===== src/lbs_pkg.sv =====
package lbs_pkg;

   // Register widths
   localparam int unsigned INTERVAL_W = 16;
   localparam int unsigned COUNT_W    = 8;
   localparam int unsigned STEP_W     = COUNT_W + 1;
   localparam int unsigned CSR_DATA_W = 16;
   localparam int unsigned CSR_ADDR_W = 2;

   // Reset values of the configuration registers
   localparam logic [INTERVAL_W-1:0] BLINK_INTERVAL_RST = 16'd1000;

   // Register indexes on the configuration port
   typedef enum logic [CSR_ADDR_W-1:0] {
      CSR_BLINK_INTERVAL = 2'd0,
      CSR_SEQ_COUNT      = 2'd1,
      CSR_SEQ_ON_LENGTH  = 2'd2,
      CSR_SEQ_OFF_WAIT   = 2'd3
   } csr_index_type;

   // Request commands
   typedef enum logic [1:0] {
      CMD_TICK     = 2'd0,
      CMD_SET_MODE = 2'd1,
      CMD_RESTART  = 2'd2
   } command_type;

   // LED modes
   typedef enum logic [1:0] {
      MODE_OFF    = 2'd0,
      MODE_STEADY = 2'd1,
      MODE_BLINK  = 2'd2,
      MODE_SEQ    = 2'd3
   } mode_type;

   typedef struct packed {
      logic [INTERVAL_W-1:0] blink_interval;
      logic [COUNT_W-1:0]    seq_count;
      logic [INTERVAL_W-1:0] seq_on_length;
      logic [INTERVAL_W-1:0] seq_off_wait;
   } cfg_type;

   typedef struct packed {
      logic [1:0] command;
      logic [1:0] new_mode;
   } req_type;

   typedef struct packed {
      logic       led_lit;
      logic       sequence_done;
      logic [1:0] current_mode;
   } rsp_type;

endpackage


===== src/lbs_csr.sv =====
module lbs_csr
   import lbs_pkg::*;
(
   input  logic                  clock,
   input  logic                  reset,
   input  logic                  csr_wr_en,
   input  logic [CSR_ADDR_W-1:0] csr_addr,
   input  logic [CSR_DATA_W-1:0] csr_wr_data,
   output cfg_type               cfg
);

   cfg_type cfg_ff;
   cfg_type cfg_in;

   // Decode the write to one register
   always_comb begin
      cfg_in = cfg_ff;
      if (csr_wr_en) begin
         case (csr_addr)
            CSR_BLINK_INTERVAL: cfg_in.blink_interval = csr_wr_data[INTERVAL_W-1:0];
            CSR_SEQ_COUNT:      cfg_in.seq_count      = csr_wr_data[COUNT_W-1:0];
            CSR_SEQ_ON_LENGTH:  cfg_in.seq_on_length  = csr_wr_data[INTERVAL_W-1:0];
            CSR_SEQ_OFF_WAIT:   cfg_in.seq_off_wait   = csr_wr_data[INTERVAL_W-1:0];
            default:            cfg_in = cfg_ff;
         endcase
      end
   end

   always_ff @(posedge clock) begin
      if (reset) begin
         cfg_ff.blink_interval <= BLINK_INTERVAL_RST;
         cfg_ff.seq_count      <= '0;
         cfg_ff.seq_on_length  <= '0;
         cfg_ff.seq_off_wait   <= '0;
      end else begin
         cfg_ff <= cfg_in;
      end
   end

   assign cfg = cfg_ff;

endmodule


===== src/lbs_req_stage.sv =====
module lbs_req_stage
   import lbs_pkg::*;
(
   input  logic    clock,
   input  logic    reset,
   input  logic    req_tvalid,
   output logic    req_tready,
   input  req_type req_in,
   input  logic    take,
   output logic    req_valid,
   output req_type req_out
);

   logic    valid_ff;
   logic    valid_in;
   req_type req_ff;

   // Accept a new request whenever the held one is empty or leaving
   assign req_tready = !valid_ff || take;
   assign valid_in   = req_tvalid || (valid_ff && !take);

   always_ff @(posedge clock) begin
      if (reset) begin
         valid_ff <= 1'b0;
      end else if (req_tready) begin
         valid_ff <= valid_in;
      end
   end

   // Hold the request payload
   always_ff @(posedge clock) begin
      if (req_tvalid && req_tready) begin
         req_ff <= req_in;
      end
   end

   assign req_valid = valid_ff;
   assign req_out   = req_ff;

endmodule


===== src/lbs_engine.sv =====
module lbs_engine
   import lbs_pkg::*;
(
   input  logic    clock,
   input  logic    reset,
   input  cfg_type cfg,
   input  logic    req_valid,
   input  req_type req,
   output logic    take,
   output logic    rsp_tvalid,
   input  logic    rsp_tready,
   output rsp_type rsp
);

   mode_type              mode_ff, mode_in;
   logic                  lit_ff, lit_in;
   logic [STEP_W-1:0]     step_ff, step_in;
   logic [INTERVAL_W-1:0] wait_ff, wait_in;
   logic                  done_ff, done_in;
   logic                  rsp_valid_ff;
   rsp_type               rsp_ff;

   logic [INTERVAL_W-1:0] wait_dec;
   logic [STEP_W-1:0]     step_inc;
   logic [STEP_W-1:0]     step_last;
   mode_type              req_mode;

   // Move a request into the result register when that register frees up
   assign take = req_valid && (!rsp_valid_ff || rsp_tready);

   assign wait_dec  = (wait_ff != '0) ? wait_ff - 1'b1 : '0;
   assign step_inc  = step_ff + 1'b1;
   assign step_last = {cfg.seq_count, 1'b0};
   assign req_mode  = mode_type'(req.new_mode);

   // Next LED state for one request
   always_comb begin
      mode_in = mode_ff;
      lit_in  = lit_ff;
      step_in = step_ff;
      wait_in = wait_ff;
      done_in = done_ff;
      case (command_type'(req.command))
         CMD_TICK: begin
            wait_in = wait_dec;
            if (wait_dec == '0) begin
               if (mode_ff == MODE_BLINK) begin
                  wait_in = cfg.blink_interval;
                  lit_in  = !lit_ff;
               end else if (mode_ff == MODE_SEQ) begin
                  if (step_ff == '0) begin
                     step_in = {{(STEP_W-1){1'b0}}, 1'b1};
                     lit_in  = 1'b1;
                     wait_in = cfg.seq_on_length;
                  end else if (step_ff >= step_last) begin
                     // Sequence finished: fall back to off
                     mode_in = MODE_OFF;
                     step_in = '0;
                     done_in = 1'b1;
                     lit_in  = 1'b0;
                  end else begin
                     step_in = step_inc;
                     lit_in  = step_inc[0];
                     wait_in = step_inc[0] ? cfg.seq_on_length : cfg.seq_off_wait;
                  end
               end
            end
         end
         CMD_SET_MODE: begin
            mode_in = req_mode;
            if (req_mode != mode_ff) begin
               if (req_mode == MODE_OFF) begin
                  lit_in = 1'b0;
               end else if (req_mode == MODE_STEADY) begin
                  lit_in = 1'b1;
               end else if (req_mode == MODE_SEQ) begin
                  step_in = '0;
                  done_in = 1'b0;
                  lit_in  = 1'b0;
                  wait_in = '0;
               end
            end
         end
         CMD_RESTART: begin
            step_in = '0;
            done_in = 1'b0;
            lit_in  = 1'b0;
            wait_in = '0;
         end
         default: begin
            mode_in = mode_ff;
         end
      endcase
   end

   // Commit state on every request taken
   always_ff @(posedge clock) begin
      if (reset) begin
         mode_ff <= MODE_STEADY;
         lit_ff  <= 1'b1;
         step_ff <= '0;
         wait_ff <= '0;
         done_ff <= 1'b0;
      end else if (take) begin
         mode_ff <= mode_in;
         lit_ff  <= lit_in;
         step_ff <= step_in;
         wait_ff <= wait_in;
         done_ff <= done_in;
      end
   end

   // Result register
   always_ff @(posedge clock) begin
      if (reset) begin
         rsp_valid_ff <= 1'b0;
      end else if (!rsp_valid_ff || rsp_tready) begin
         rsp_valid_ff <= req_valid;
      end
   end

   always_ff @(posedge clock) begin
      if (take) begin
         rsp_ff.led_lit       <= lit_in;
         rsp_ff.sequence_done <= done_in;
         rsp_ff.current_mode  <= mode_in;
      end
   end

   assign rsp_tvalid = rsp_valid_ff;
   assign rsp        = rsp_ff;

endmodule


===== src/led_blink_sequencer_top.sv =====
// LED blink sequencer.
// Request channel (req_*): one item per request, a 1 ms tick, a mode change
// (off, steady, blink, pulse sequence) or a sequence restart.
// Response channel (rsp_*): exactly one result per request, in order, with
// the LED level, the sequence-done flag and the mode after that request.
// Configuration (csr_*): a write sets blink_interval, seq_count,
// seq_on_length or seq_off_wait; write only while no request is in flight.
// Path: a request accepted at a clock edge goes into the request register, feeds
// the next-state logic, and its result is captured in the result register, which
// drives rsp_tdata and holds its output.
// Throughput: one request per cycle while rsp_tready is high; the LED state
// registers are updated in the same cycle the result is registered.
// Stall: with rsp_tready low the result holds, the request register still
// takes one more request, and req_tready then drops until the result leaves.
// Reset: mode steady, LED lit, no sequence in progress, done flag clear,
// blink_interval 1000 and other registers zero; both channels empty.
module led_blink_sequencer_top
   import lbs_pkg::*;
(
   input  logic                  clock,
   input  logic                  reset,
   input  logic                  req_tvalid,
   output logic                  req_tready,
   input  logic [7:0]            req_tdata,   // [1:0] command, [3:2] new_mode, [7:4] zero
   output logic                  rsp_tvalid,
   input  logic                  rsp_tready,
   output logic [7:0]            rsp_tdata,   // [0] led_lit, [1] sequence_done,
                                              // [3:2] current_mode, [7:4] zero
   input  logic                  csr_wr_en,
   input  logic [CSR_ADDR_W-1:0] csr_addr,
   input  logic [CSR_DATA_W-1:0] csr_wr_data
);

   cfg_type cfg;
   req_type req_in;
   req_type req_held;
   rsp_type rsp;
   logic    req_valid;
   logic    take;

   assign req_in.command  = req_tdata[1:0];
   assign req_in.new_mode = req_tdata[3:2];

   lbs_csr u_csr (
      .clock       (clock),
      .reset       (reset),
      .csr_wr_en   (csr_wr_en),
      .csr_addr    (csr_addr),
      .csr_wr_data (csr_wr_data),
      .cfg         (cfg)
   );

   lbs_req_stage u_req_stage (
      .clock      (clock),
      .reset      (reset),
      .req_tvalid (req_tvalid),
      .req_tready (req_tready),
      .req_in     (req_in),
      .take       (take),
      .req_valid  (req_valid),
      .req_out    (req_held)
   );

   lbs_engine u_engine (
      .clock      (clock),
      .reset      (reset),
      .cfg        (cfg),
      .req_valid  (req_valid),
      .req        (req_held),
      .take       (take),
      .rsp_tvalid (rsp_tvalid),
      .rsp_tready (rsp_tready),
      .rsp        (rsp)
   );

   // Pack the result
   assign rsp_tdata = {4'b0000, rsp.current_mode, rsp.sequence_done, rsp.led_lit};

endmodule

===== config.mk =====
export PLATFORM = sky130hd
export DESIGN_NAME = led_blink_sequencer_top
export DESIGN_NICKNAME = d
export VERILOG_FILES = /design/src/lbs_pkg.sv /design/src/lbs_csr.sv /design/src/lbs_req_stage.sv /design/src/lbs_engine.sv /design/src/led_blink_sequencer_top.sv
export SDC_FILE = /design/constraint.sdc
export NUM_CORES = 1
export LEC_CHECK = 0
export BUFFER_PORTS_ARGS = -buffer_cell sky130_fd_sc_hd__buf_2
export CAP_MARGIN = 25
export CORE_AREA = 2 2 99 173
export CTS_BUF_LIST = sky130_fd_sc_hd__clkbuf_16
export DETAILED_ROUTE_END_ITERATION = 12
export DIE_AREA = 0 0 101 175
export HOLD_SLACK_MARGIN = 0.03
export SLEW_MARGIN = 25
export SYNTH_ARGS = -nofsm -noshare
export SYNTH_HDL_FRONTEND = slang
export SYNTH_HIERARCHICAL = 1
export SYNTH_SLANG_ARGS = --single-unit
export TNS_END_PERCENT = 50

===== constraint.sdc =====
create_clock -name clock -period 3.17 [get_ports clock]
set_input_delay 0.317 -clock clock [delete_from_list [all_inputs] [get_ports clock]]
set_output_delay 0.317 -clock clock [all_outputs]
set_load 0.01 [all_outputs]

### Yosys cells after proc, flatten, opt, wreduce, memory -nomap -nowiden

Cells that the tools add are included.

* input bits: 31
* output and inout bits: 10
* logic and storage cells: 107
* flip-flop bits (word level): 95

* eq/ne operators: 17
* mux-type cells: 48
* add/subtract/negate cells: 2
* $lt $le $gt $ge: 1
* reductions and logical operators: 23

Operator list (count)
* $mux W16: 11
* $mux W9: 9
* $pmux W16 S3: 1
* $pmux W9 S3: 1
* $mux W1: 18
* $logic_not A16 Y1: 1
* $reduce_bool A16 Y1: 1
* $sub A16 B1 Y16 const B: 1
* $eq A2 B2 Y1 const B: 6
* $mux W2: 5
* $add A9 B1 Y9 const B: 1
* $ge A9 B9 Y1: 1
* $logic_not A9 Y1: 1
* $reduce_and A9 Y1: 1
* $ne A2 B1 Y1 const B: 4
* $reduce_and A2 Y1: 4
* $eq A2 B1 Y1 const B: 3
* $logic_not A2 Y1: 3
* $ne A2 B2 Y1 const B: 3
* $pmux W1 S3: 2
* $reduce_and A6 Y1: 1
* $logic_not A1 Y1: 4
* $pmux W2 S2: 1
* $logic_and A1 B1 Y1: 3
* 3 further kinds: 5

### Longest topological paths before layout

Gate-level depths: netlist of run 1.

* depth in word-level cells: 8
* depth in mapped cells: 11

### Hierarchy

Netlist of run 1, hierarchy kept.

Modules (own cells, without submodules)
* lbs_engine: seq. area each 720.7 um^2, instances 1, cells an instance 402, area an instance 3145.5 um^2
* lbs_csr: seq. area each 1121.1 um^2, instances 1, cells an instance 211, area an instance 2265.9 um^2
* lbs_req_stage: seq. area each 140.1 um^2, instances 1, cells an instance 9, area an instance 175.2 um^2
* led_blink_sequencer_top: seq. area each 0.0 um^2, instances 1, cells an instance 5, area an instance 33.8 um^2

### Worst setup path after synthesis of run 1

No wires, ideal clock.

* path kind: register to register
* from: reg u_engine.wait_ff[0]
* to: reg u_engine.rsp_ff (netlist bit u_engine/rsp[1]) (data pin)
* required time: 2910 ps
* period minus slack after synthesis: 2770 ps
* setup time: 260 ps
* data arrival time: 2510 ps
* buffers on the path: 0
* stages on the path, launching flop included: 10
* path slack: 400 ps
* cell sequence: dfxtp_1 > inv_1 > ha_1 > or3b_1 > nor4_4 > mux2_4 > or2_4 > or2_2 > o221ai_1 > nand2_1

* cells in the longest elaborated chain, start to end: 5
* elaborated cells between the ends (all ways): 6
* classes of those cells: add/sub: 1; mux: 3; reduce/logical: 2

RTL lines
* start: declaration: RTL line lbs_engine.sv:18 `logic [INTERVAL_W-1:0] wait_ff, wait_in;`
* start signal: assignment: RTL line lbs_engine.sv:108 `wait_ff <= wait_in;`
* $sub A16 B1 Y16 or $reduce_bool A16 Y1 (tied branches): RTL line lbs_engine.sv:31 `assign wait_dec = (wait_ff != '0) ? wait_ff - 1'b1 : '0;`
* $mux W16 *: RTL line lbs_engine.sv:31
* $logic_not A16 Y1 *: RTL line lbs_engine.sv:46 `if (wait_dec == '0) begin`
* $mux W2 *: RTL line lbs_engine.sv:46
* $pmux W2 S2 *: RTL line lbs_engine.sv:43 `case (command_type'(req.command))`
* via u_engine.mode_in[1]: RTL line lbs_engine.sv:15 `mode_type mode_ff, mode_in;`
* end: declaration: RTL line lbs_engine.sv:21 `rsp_type rsp_ff;`

Mark *: on every way through the listed nets, which the timed path passes. The rest lies on a longest branch.
A chain may end at the register's enable or synchronous reset.

### Worst setup path after layout of run 1

* from: reg u_engine.wait_ff[1]
* to: reg u_engine.step_ff[7]

* cells in the longest elaborated chain, start to end: 5
* elaborated cells between the ends (all ways): 6
* classes of those cells: add/sub: 1; eq/ne: 1; mux: 1; reduce/logical: 3

RTL lines
* $sub A16 B1 Y16 or $reduce_bool A16 Y1 (tied branches): RTL line lbs_engine.sv:31
* $mux W16 *: RTL line lbs_engine.sv:31
* $logic_not A16 Y1 *: RTL line lbs_engine.sv:46
* $ne A2 B1 Y1 (no source line) *
* $reduce_and A9 Y1 (no source line) *
* end signal: assignment: RTL line lbs_engine.sv:107 `step_ff <= step_in;`
* end: declaration: RTL line lbs_engine.sv:17 `logic [STEP_W-1:0] step_ff, step_in;`

Every way passes the cells marked *; elsewhere a longest branch is shown, timed or not.

==> qor.tcl, run 1 <==
set qor(syn_avg_cell_area_um2) 8.96
set qor(wl_per_cell_um) 17.7
set qor(synth_top_area_share_pct) 31.0
set qor(synth_edf_count) 8
set qor(multi_input_area_mm2) 0.00332
set qor(finalWirelength_um) 15000
set qor(timing.critical_path.slowest_cell_delay_ps) 490
set qor(timing.final.crit_period_ps) 2950
set qor(area.growth.synth_to_final_pct) 10.8
set qor(timing_worst_slew_pin_value_ps) 720
set qor(timing.max_cap.violations) 0
set qor(grt_first_pass_wirelength_um) 24300
set qor(remaining_drc_errors) 0
set qor(post_cts_buffers) 0
set qor(critical_path.reg2reg.startpoint) {u_engine/wait_ff[1]}
set qor(final_min_period_over_clock_period_pct) 93.1
set qor(hold_path.startpoint) {req_tdata[2]}
set qor(dpl.hpwl_um) 11500
set qor(timing_max_transition_violations_final) 0
set qor(finalHoldViolations) 0
set qor(drt_iter0_markers) 250
set qor(gpl.final_weighted_congestion) 0.901
set qor(floorplan.rows) 62
set qor(final_layout_size_suffix_gt1_share_pct) 15.5
set qor(number_of_nets_still_failing_antenna_checks_after_routing) 0
set qor(grt_remaining_overflow) 0
set qor(cts_tree) {yes}
set qor(worst_setup_path_startpoint) {u_engine/wait_ff[1]}
set qor(cts.reportedPaths.clkPinSlew_ps) 70
set qor(nets) 700
set qor(core_mm2) 0.0163
set qor(placement.io_buffers) 32
set qor(drt_pass1_iterations) 5
set qor(outcome) {finished clean}
set qor(irDropWorstVdd_mv) 0.292
set qor(r2r_slack_ps) 220
set qor(endpoint_kind) {flop}
set qor(path_cells) {inv_1, ha_1, or3b_1, nor4_4, mux2_4, nor3_2, a21oi_2, or4_1, a21oi_1}
set qor(dieArea_mm2) 0.0177
set qor(grt.total_usage_pct) 17.6
set qor(final-seq-area_mm2) 0.00198
set qor(synth_ff_type) {sky130_fd_sc_hd__dfxtp_1}
set qor(fmaxAchievable_mhz) 339
set qor(diodes) 0
set qor(hold_buffers_post_cts) 0
set qor(crit_path_start_kind) {flop}
set qor(asyncSetResetFlopFracSynth_pct) 0
set qor(cts_inserted_buffers) 9
set qor(criticalPathCategory) {reg2reg}
set qor(worst-endpoint-required_ps) 3450
set qor(yosysWarningCount) 6
set qor(synth.ff_latch_count) 95
set qor(die_height_um) 175
set qor(insertion_delay_ps) 350
set qor(r2r-end) {u_engine/step_ff[7]}
set qor(place.detailed.instances) 835
set qor(synth_seq_area_share_pct) 35.3
set qor(io-pin-count) 41
set qor(grt_pass1_vias) 4815
set qor(final-instance-count-excl-fill) 850
set qor(tns_ps) 0
set qor(synth_largest_area_cell) {sky130_fd_sc_hd__dfxtp_1}
set qor(routed-via-count) 4795
set qor(timing.reg2reg.worst_path_depth) 9
set qor(netlist_area_mm2) 0.00562
set qor(hold_path.class) {in2reg}
set qor(number_of_cells_upsized_or_downsized_after_cts) 0
set qor(critPathArrivalTime_ps) 3230
set qor(critical_path.max_fanout) 12
set qor(hold_path_depth) 1
set qor(synth_cell_type_count) 82
set qor(setup_repair_after_global_routing_missed_its_margin) {false}
set qor(clock_tree.root_cell) {sky130_fd_sc_hd__clkbuf_16}
set qor(skew_ps) 4.39
set qor(pwr_density_cell_mw_per_mm2) 576
set qor(clock_tree.htree_level_count) 3
set qor(critical_path.endpoint) {u_engine/step_ff[7]}
set qor(power_leakage_nw) 2.54
set qor(chipWidth_um) 101
set qor(tritoncts_num_sinks) 95
set qor(setup_viol) 0
set qor(nFillCells) 1651
set qor(clock_path_buffers) 2
set qor(postLayoutCoreUtil_pct) 38.2
set qor(syn-instance-count) 627
set qor(grt_max_degree) 79
set qor(slew_headroom_pct) 51.6
set qor(floorplan.initialDensity_pct) 34.5
set qor(crit_path_top_delay_cell) {sky130_fd_sc_hd__or4_1}
set qor(mean_number_of_vias_per_cell) 5.64
set qor(netlist_top_cells_area) {sky130_fd_sc_hd__dfxtp_1, sky130_fd_sc_hd__mux2i_1, sky130_fd_sc_hd__nand2b_1}
set qor(antenna_found_initial) 0
[power by group]
group	total, W	switching, W	internal [W]	leakage (nW)
logic	0.00120	0.000721	0.000484	1.61
registers	0.00132	0.0000489	0.00127	0.782
clock network	0.00106	0.000483	0.000582	0.141
total	0.00359	0.00125	0.00233	2.54
[routing by layer]
| layer | vias to the layer above | share of wire (%) | global-route usage [%] | routed length [µm] |
|---|---|---|---|---|
| met4 | 0 | 5.1 | 11.1 | 766 |
| li1 | 2339 | - | - | - |
| met2 | 129 | 54 | 31.8 | 8130 |
| met5 | - | 0 | 0 | 0 |
| met1 | 2288 | 38 | 18.8 | 5700 |
| met3 | 39 | 3.0 | 2.04 | 450 |
[critical path, delay by kind of cell (launching register included)]
family / cells / cell delay, ps
buffers and inverters: 1 / 100
flip-flops: 1 / 350
AO/OA/AOI/OAI: 2 / 360
AND/OR/NAND/NOR: 4 / 1470
adder cells (fa/ha/maj): 1 / 230
multiplexers: 1 / 380
[cells by family after synthesis]
| logic type | after synthesis | synth area share (%) |
|---|---|---|
| and+or+nand+nor | 242 | 25.7 |
| buffers and inverters | 62 | 5.92 |
| xor gates and xnor gates | 1 | 0.156 |
| other | 1 | 0.0667 |
| DFF | 95 | 35.3 |
| muxes | 63 | 11.5 |
| adders and majority gates | 15 | 3.34 |
| AOI/OAI and AO/OA | 148 | 18.1 |
[placed cells by master, fill, tap and decap left out, types with 5 or more instances in the layout]
cell / count
sky130_fd_sc_hd__or4_1: 5
sky130_fd_sc_hd__o21ai_0: 18
sky130_fd_sc_hd__inv_1: 23
sky130_fd_sc_hd__ha_1: 15
sky130_fd_sc_hd__a21oi_1: 34
sky130_fd_sc_hd__buf_4: 20
sky130_fd_sc_hd__clkbuf_16: 10
sky130_fd_sc_hd__edfxtp_1: 8
sky130_fd_sc_hd__a21o_1: 7
sky130_fd_sc_hd__o221ai_1: 11
sky130_fd_sc_hd__o31ai_1: 7
sky130_fd_sc_hd__buf_2: 32
sky130_fd_sc_hd__o21ai_1: 14
sky130_fd_sc_hd__mux2i_1: 58
sky130_fd_sc_hd__nand4b_1: 5
sky130_fd_sc_hd__nor2_1: 46
sky130_fd_sc_hd__nor3_1: 10
sky130_fd_sc_hd__a31oi_1: 6
sky130_fd_sc_hd__nand2_1: 36
sky130_fd_sc_hd__nor4_1: 10
sky130_fd_sc_hd__nand3_1: 5
sky130_fd_sc_hd__nand2b_1: 73
sky130_fd_sc_hd__o22ai_1: 5
sky130_fd_sc_hd__or3_1: 7
sky130_fd_sc_hd__a221o_1: 5
sky130_fd_sc_hd__dfxtp_1: 87
[synthesized netlist by cell type (4+ instances only)]
library cell and instances:
sky130_fd_sc_hd__or3_1 7, sky130_fd_sc_hd__mux2i_1 58, sky130_fd_sc_hd__clkbuf_1 17, sky130_fd_sc_hd__buf_2 6, sky130_fd_sc_hd__inv_1 23, sky130_fd_sc_hd__dfxtp_1 87
sky130_fd_sc_hd__nand4b_1 5, sky130_fd_sc_hd__buf_4 6, sky130_fd_sc_hd__and3_1 4, sky130_fd_sc_hd__a31oi_1 6, sky130_fd_sc_hd__ha_1 15, sky130_fd_sc_hd__nand2_1 36
sky130_fd_sc_hd__a21oi_1 34, sky130_fd_sc_hd__buf_6 8, sky130_fd_sc_hd__nor2_1 46, sky130_fd_sc_hd__or2_2 4, sky130_fd_sc_hd__o21ai_1 14, sky130_fd_sc_hd__a21o_1 7
sky130_fd_sc_hd__edfxtp_1 8, sky130_fd_sc_hd__nand3_1 5, sky130_fd_sc_hd__a221o_1 5, sky130_fd_sc_hd__o21ai_0 18, sky130_fd_sc_hd__or4_1 5, sky130_fd_sc_hd__o22ai_1 5
sky130_fd_sc_hd__o221ai_1 11, sky130_fd_sc_hd__nand2b_1 73, sky130_fd_sc_hd__nor4_1 10, sky130_fd_sc_hd__o31ai_1 7, sky130_fd_sc_hd__o211ai_1 4, sky130_fd_sc_hd__nor3_1 10
[worst min path at each step]
stage	end	slack [ps]
floorplan	u_req_stage/req_valid	380
global placement	u_csr/cfg[40]	460
detailed placement	u_csr/cfg[44]	470
CTS	u_req_stage/req_out[0]	130
global route	u_req_stage/req_out[2]	140
finish	u_req_stage/req_out[0]	140
[state kept, by name (all words and copies together), names as in the netlist, 2 cells and up]
register,count
u_engine/rsp,4
u_engine/wait_ff,16
u_engine/mode_ff,2
u_engine/step_ff,9
u_req_stage/req_out,4
u_csr/cfg,56
[cell type report]
type | instances | share of cell area (%)
clock buffers | 10 | 4.02
clock inverters | 5 | 0.623
flip-flops and latches | 95 | 31.8
repair buffers | 52 | 4.98
multi-input cells | 473 | 53.3
inverters | 23 | 1.39
well taps | 192 | 3.86
[per-stage QoR]
step	area (µm²)	worst slack (ps)	total power [W]	hold WS, ps
floorplan	5630	400	0.00221	379
global placement	5940	270	0.00251	461
detailed placement	5940	230	0.00254	467
CTS	6220	222	0.00361	132
global route	6220	49.5	0.00377	135
finish	6220	219	0.00359	140
(Power assumes the default switching activity.)
==> run 2, diff against run 1 <==
==> constraint.sdc (replaced) <==
create_clock -name clock -period 3.17 [get_ports clock]
set_input_delay 0.951 -clock clock [delete_from_list [all_inputs] [get_ports clock]]
set_output_delay 0.951 -clock clock [all_outputs]
set_load 0.01 [all_outputs]
==> run 2 against run 1 <==
Against the previous run: setup slack better by 30 ps; total power rose by 4.7%; final cell count increased by 0.24%; register-to-register slack improved by 30 ps; clock power rose by 11%; core utilization up 0.30 points; cell area rose by 0.78%; die area stayed put; count of clock-buffer cells in the layout down 1; critical endpoint unchanged; largest cell class unchanged; largest power group unchanged.
==> qor.tcl, run 2 (same netlist as run 1, synthesis figures left out) <==
set qor(outcome) {finished clean}
set qor(diodes) 0 ;# unchanged
set qor(die_height_um) 175 ;# unchanged
set qor(number_of_nets_still_failing_antenna_checks_after_routing) 0 ;# unchanged
set qor(chipWidth_um) 101 ;# unchanged
set qor(met3_routing_resource_usage_after_global_routing_pct) 2.24 ;# +0.20 points
set qor(groute.layer.met1.usage_pct) 19.8 ;# +1.0 points
set qor(drt_pass1_iterations) 8 ;# +3
set qor(routed-via-count) 4777 ;# -0.38%
set qor(placement.io_buffers) 32 ;# unchanged
set qor(hold_path.class) {reg2reg}
set qor(global_route.usage.met2_pct) 32.6 ;# +0.78 points
set qor(cts_inserted_buffers) 9 ;# unchanged
set qor(mean_number_of_vias_per_cell) 5.61 ;# -0.61%
set qor(timing.final.crit_period_ps) 2920 ;# -29.6 ps
set qor(antenna_found_initial) 0 ;# unchanged
set qor(nets) 702 ;# +0.29%
set qor(dieArea_mm2) 0.0177 ;# unchanged
set qor(finalHoldViolations) 0 ;# unchanged
set qor(remaining_drc_errors) 0 ;# unchanged
set qor(crit_path_start_kind) {flop}
set qor(endpoint_kind) {flop}
set qor(setup_viol) 0 ;# unchanged
set qor(number_of_cells_upsized_or_downsized_after_cts) 0 ;# unchanged
set qor(cts.reportedPaths.clkPinSlew_ps) 70 ;# about the same
set qor(mostFrequentLayoutCell) {sky130_fd_sc_hd__dfxtp_1}
set qor(gpl.final_weighted_congestion) 0.910 ;# +1.1%
set qor(drt_iter0_markers) 246 ;# -1.6%
set qor(floorplan.initialDensity_pct) 34.5 ;# unchanged
set qor(multi_input_area_mm2) 0.00332 ;# +0.15%
set qor(grt_max_degree) 83 ;# +5.1%
set qor(worst-endpoint-required_ps) 3450 ;# about the same
set qor(finalPower_w) 0.00375 ;# +4.7%
set qor(final_layout_size_suffix_gt1_share_pct) 16.1 ;# +0.56 points
set qor(timing.max_cap.violations) 0 ;# unchanged
set qor(irDropWorstVdd_mv) 0.329 ;# +13%
set qor(nFillCells) 1644 ;# -0.42%
set qor(wl_per_cell_um) 18.2 ;# +2.6%
set qor(critPathArrivalTime_ps) 3200 ;# -30 ps
set qor(grt_pass1_vias) 4857 ;# +0.87%
set qor(timing_worst_slew_pin_value_ps) 690 ;# -30.3 ps
set qor(grt.total_usage_pct) 18.0 ;# +0.43 points
set qor(setup_repair_after_global_routing_missed_its_margin) {false}
set qor(fmaxAchievable_mhz) 342 ;# +1.0%
set qor(mostFrequentLayoutCells) {sky130_fd_sc_hd__dfxtp_1, sky130_fd_sc_hd__nand2b_1, sky130_fd_sc_hd__mux2i_1}
set qor(core_mm2) 0.0163 ;# unchanged
set qor(tns_ps) 0 ;# unchanged
set qor(post_cts_buffers) 0 ;# unchanged
set qor(timing_max_transition_violations_final) 0 ;# unchanged
set qor(grt_first_pass_wirelength_um) 25100 ;# +3.3%
set qor(grt.busiest_layer) {met2}
set qor(floorplan.rows) 62 ;# unchanged
set qor(power_leakage_nw) 2.56 ;# +0.85%
set qor(largest_register_ffs) 56 ;# unchanged
set qor(clock_tree.root_cell) {sky130_fd_sc_hd__clkbuf_16}
set qor(grt_remaining_overflow) 0 ;# unchanged
set qor(final_min_period_over_clock_period_pct) 92.2 ;# -0.93 points
set qor(final-seq-area_mm2) 0.00198 ;# unchanged
set qor(clock_path_buffers) 2 ;# unchanged
set qor(skew_ps) 9.70 ;# +5.31 ps
set qor(finalWirelength_um) 15500 ;# +2.8%
set qor(cts_tree) {yes}
set qor(postLayoutCoreUtil_pct) 38.5 ;# +0.30 points
set qor(tritoncts_num_sinks) 95 ;# unchanged
set qor(insertion_delay_ps) 350 ;# about the same
set qor(slew_headroom_pct) 53.7 ;# +2.0 points
set qor(dpl.hpwl_um) 11600 ;# +1.3%
set qor(pwr_density_cell_mw_per_mm2) 598 ;# +3.8%
set qor(critical_path.max_fanout) 7 ;# -5
set qor(clock_tree.htree_level_count) 3 ;# unchanged
set qor(criticalPathCategory) {reg2reg}
set qor(area.growth.synth_to_final_pct) 11.6
set qor(io-pin-count) 41 ;# unchanged
set qor(hold_buffers_post_cts) 0 ;# unchanged
set qor(hold-worst-slack_ps) 478 ;# +338 ps
==> run 2: metrics by stage <==
| stage | instances | worst slack, ps | instance area (µm²) |
|---|---|---|---|
| after floorplan | 630 | 400 | 5630 |
| after global placement | 837 | 190 | 5950 |
| after detailed placement | 837 | 101 | 5950 |
| after CTS | 852 | 176 | 6270 |
| after global routing | 852 | 64.2 | 6270 |
| final | 852 | 248 | 6270 |
==> run 2: final timing paths <==
check | startpoint | endpoint | slack [ps] | depth (start not counted)
max | u_engine/wait_ff[0] | u_engine/step_ff[7] | 250 | 9
min | u_csr/cfg[55] | u_csr/cfg[55] | 480 | 2
max reg2reg | u_engine/wait_ff[0] | u_engine/step_ff[7] | 250 | 9
min reg2reg | u_csr/cfg[55] | u_csr/cfg[55] | 480 | 2
==> run 2: routing by layer <==
| metal | share of wire, % | vias up |
|---|---|---|
| li1 | - | 2333 |
| met4 | 4.3 | 0 |
| met2 | 54 | 133 |
| met3 | 3.3 | 38 |
| met5 | 0 | - |
| met1 | 38 | 2273 |
==> run 2: where the power goes <==
group	total [W]	switching [W]	internal [W]
sequential	0.00132	0.0000509	0.00127
combinational	0.00125	0.000734	0.000520
clock	0.00118	0.000486	0.000694
total	0.00375	0.00127	0.00248
==> run 2: worst max-delay path: stages, from the launching register on <==
cell and delay (ps):
sky130_fd_sc_hd__dfxtp_1 360, sky130_fd_sc_hd__inv_1 100, sky130_fd_sc_hd__ha_1 220, sky130_fd_sc_hd__or3b_4 450, sky130_fd_sc_hd__nor4_4 250, sky130_fd_sc_hd__mux2_4 390, sky130_fd_sc_hd__nor3_2 300, sky130_fd_sc_hd__a21oi_2 150
sky130_fd_sc_hd__or4_1 480, sky130_fd_sc_hd__a21oi_1 140
==> run 2: area by class of cell <==
class | instances | share of cell area [%]
Multi-Input combinational cell | 473 | 53.0
Sequential cell | 95 | 31.6
Clock inverter | 6 | 1.48
Clock buffer | 9 | 3.59
Inverter | 23 | 1.38
Timing Repair Buffer | 54 | 5.19
Tap cell | 192 | 3.83
==> run 3, diff against run 2 <==
--- a/config.mk
+++ b/config.mk
@@ -5,7 +5,7 @@
 export SDC_FILE = /design/constraint.sdc
 export NUM_CORES = 1
 export LEC_CHECK = 0
-export BUFFER_PORTS_ARGS = -buffer_cell sky130_fd_sc_hd__buf_2
+export BUFFER_PORTS_ARGS = -buffer_cell sky130_fd_sc_hd__buf_4
 export CAP_MARGIN = 25
 export CORE_AREA = 2 2 99 173
 export CTS_BUF_LIST = sky130_fd_sc_hd__clkbuf_16
==> run 3 against run 2 <==
Against the previous run: largest power group unchanged; via count is 0.96% higher; core utilization grew 0.26 points; critical path type unchanged; die area did not move; cell area grew 0.68%; sequential share of layout area shrank 0.21 points; clock skew decreased by 2.3 ps; count of clock-buffer cells in the layout unchanged; flip-flop and latch count did not move.
==> qor.tcl, run 3 (same netlist as run 1, synthesis figures left out) <==
set qor(diodes) 0 ;# unchanged
set qor(floorplan.initialDensity_pct) 34.5 ;# unchanged
set qor(cts_inserted_buffers) 9 ;# unchanged
set qor(final_layout_size_suffix_gt1_share_pct) 15.6 ;# -0.45 points
set qor(endpoint_kind) {flop}
set qor(clock_power_share_pct) 29.7 ;# -1.8 points
set qor(timing_worst_slew_pin_value_ps) 688 ;# -2.48 ps
set qor(finalHoldViolations) 0 ;# unchanged
set qor(power.internal_w) 0.00240 ;# -3.1%
set qor(fmaxAchievable_mhz) 332 ;# -3.1%
set qor(slew_headroom_pct) 53.8 ;# +0.17 points
set qor(routed-via-count) 4823 ;# +0.96%
set qor(remaining_drc_errors) 0 ;# unchanged
set qor(nets) 701 ;# -0.14%
set qor(area.growth.synth_to_final_pct) 12.4
set qor(netSwitchingPower_w) 0.00126 ;# -0.57%
set qor(irDropWorstVdd_mv) 0.322 ;# -2.0%
set qor(floorplan.rows) 62 ;# unchanged
set qor(mean_number_of_vias_per_cell) 5.66 ;# +0.96%
set qor(setup_repair_after_global_routing_missed_its_margin) {false}
set qor(finalWirelength_um) 15200 ;# -2.0%
set qor(finalInstanceArea_mm2) 0.00632 ;# +0.68%
set qor(tns_ps) 0 ;# unchanged
set qor(insertion_delay_ps) 350 ;# about the same
set qor(largest_register_ffs) 56 ;# unchanged
set qor(grt_max_degree) 83 ;# unchanged
set qor(clock_tree.htree_level_count) 3 ;# unchanged
set qor(timing.max_cap.violations) 0 ;# unchanged
set qor(hold_buffers_post_cts) 0 ;# unchanged
set qor(placement.io_buffers) 32 ;# unchanged
set qor(setup_viol) 0 ;# unchanged
set qor(die_height_um) 175 ;# unchanged
set qor(r2r_slack_ps) 160 ;# -90 ps
set qor(hold_path.class) {reg2reg}
set qor(wl_per_cell_um) 17.8 ;# -2.0%
set qor(grt_first_pass_wirelength_um) 24300 ;# -3.2%
set qor(final_min_period_over_clock_period_pct) 95.1 ;# +2.9 points
set qor(grt_pass1_vias) 4810 ;# -0.97%
set qor(mostFrequentLayoutCells) {sky130_fd_sc_hd__dfxtp_1, sky130_fd_sc_hd__nand2b_1, sky130_fd_sc_hd__mux2i_1}
set qor(outcome) {finished clean}
set qor(detailed_place.area_mm2) 0.00602 ;# +1.2%
set qor(critPathArrivalTime_ps) 3300 ;# +100 ps
set qor(cts.reportedPaths.clkPinSlew_ps) 70 ;# about the same
set qor(cts_tree) {yes}
set qor(criticalPathCategory) {reg2reg}
set qor(gpl.final_weighted_congestion) 0.906 ;# -0.53%
set qor(skew_ps) 7.35 ;# -2.35 ps
set qor(clock_tree.root_cell) {sky130_fd_sc_hd__clkbuf_16}
set qor(comb_power_share_pct) 34.4 ;# +1.0 points
set qor(antenna_found_initial) 0 ;# unchanged
set qor(pwr_density_cell_mw_per_mm2) 581 ;# -2.9%
set qor(io-pin-count) 41 ;# unchanged
set qor(p_seq_share_pct) 35.9 ;# +0.8 points
set qor(core_mm2) 0.0163 ;# unchanged
set qor(timing.final.crit_period_ps) 3010 ;# +93.2 ps
set qor(critical_path.max_fanout) 12 ;# +5
set qor(clock_path_buffers) 2 ;# unchanged
set qor(grt.total_usage_pct) 17.4 ;# -0.59 points
set qor(timing_max_transition_violations_final) 0 ;# unchanged
set qor(drt_iter0_markers) 203 ;# -17%
set qor(dieArea_mm2) 0.0177 ;# unchanged
set qor(switching_share_pct) 34.5 ;# +0.59 points
set qor(worst-endpoint-required_ps) 3450 ;# about the same
set qor(chipWidth_um) 101 ;# unchanged
set qor(dpl.hpwl_um) 11500 ;# -1.1%
set qor(crit_path_start_kind) {flop}
set qor(grt_remaining_overflow) 0 ;# unchanged
set qor(tritoncts_num_sinks) 95 ;# unchanged
set qor(power_leakage_nw) 2.58 ;# +0.71%
set qor(number_of_nets_still_failing_antenna_checks_after_routing) 0 ;# unchanged
set qor(drt_pass1_iterations) 5 ;# -3
set qor(mostFrequentLayoutCell) {sky130_fd_sc_hd__dfxtp_1}
-- run 3: layer usage --
layer / global-route usage, % / vias to the layer above / share of wire, %
met5: 0 / - / 0
met3: 2.20 / 42 / 2.5
li1: - / 2339 / -
met1: 18.7 / 2333 / 39
met2: 31.8 / 109 / 54
met4: 9.97 / 0 / 5.0
-- run 3: worst paths after layout --
kind	start	to	depth (start not counted)
hold reg to reg	u_csr/cfg[5]	u_csr/cfg[5]	2
hold / removal	u_csr/cfg[5]	u_csr/cfg[5]	2
setup / recovery	u_engine/wait_ff[1]	u_engine/step_ff[7]	9
setup reg to reg	u_engine/wait_ff[1]	u_engine/step_ff[7]	9
-- run 3: per-stage QoR --
stage	util, %	total power (W)	hold slack (ps)	setup WS [ps]	cells
floorplan	-	0.00221	448	400	630
global placement	37.0	0.00257	460	158	836
detailed placement	37.0	0.00259	465	101	836
CTS	38.8	0.00368	481	75.0	852
global route	38.8	0.00387	498	31.9	852
finish	38.8	0.00367	481	155	852
-- run 3: area by class of cell --
class	instances	area, µm²
Clock buffer	9	225
Tap cell	192	240
Clock inverter	7	65.1
Inverter	23	86.3
Sequential cell	95	1980
Multi-Input combinational cell	473	3320
Fill cell	1672	9970
Timing Repair Buffer	53	398
-- run 3: power groups by stage --
stage / Combinational (W) / Clock (W) / Sequential, W
floorplan: 0.000879 / 0 / 0.00133
global placement: 0.00123 / 0 / 0.00134
detailed placement: 0.00125 / 0 / 0.00134
CTS: 0.00125 / 0.00111 / 0.00132
global route: 0.00138 / 0.00117 / 0.00132
finish: 0.00126 / 0.00109 / 0.00132
-- run 3: repair_timing --
action | CTS | global route
gates resized for setup | 0 | 1
setup buffers | 0 | 0
setup endpoints to repair | 0 | 2
-- run 3: worst max-delay path, stage by stage (launching register included) --
cell,delay (ps)
sky130_fd_sc_hd__dfxtp_1,350
sky130_fd_sc_hd__inv_1,90
sky130_fd_sc_hd__ha_1,220
sky130_fd_sc_hd__or3b_4,460
sky130_fd_sc_hd__nor4_4,260
sky130_fd_sc_hd__mux2_4,390
sky130_fd_sc_hd__nor3_2,320
sky130_fd_sc_hd__a21oi_2,210
sky130_fd_sc_hd__or4_1,510
sky130_fd_sc_hd__a21oi_1,150
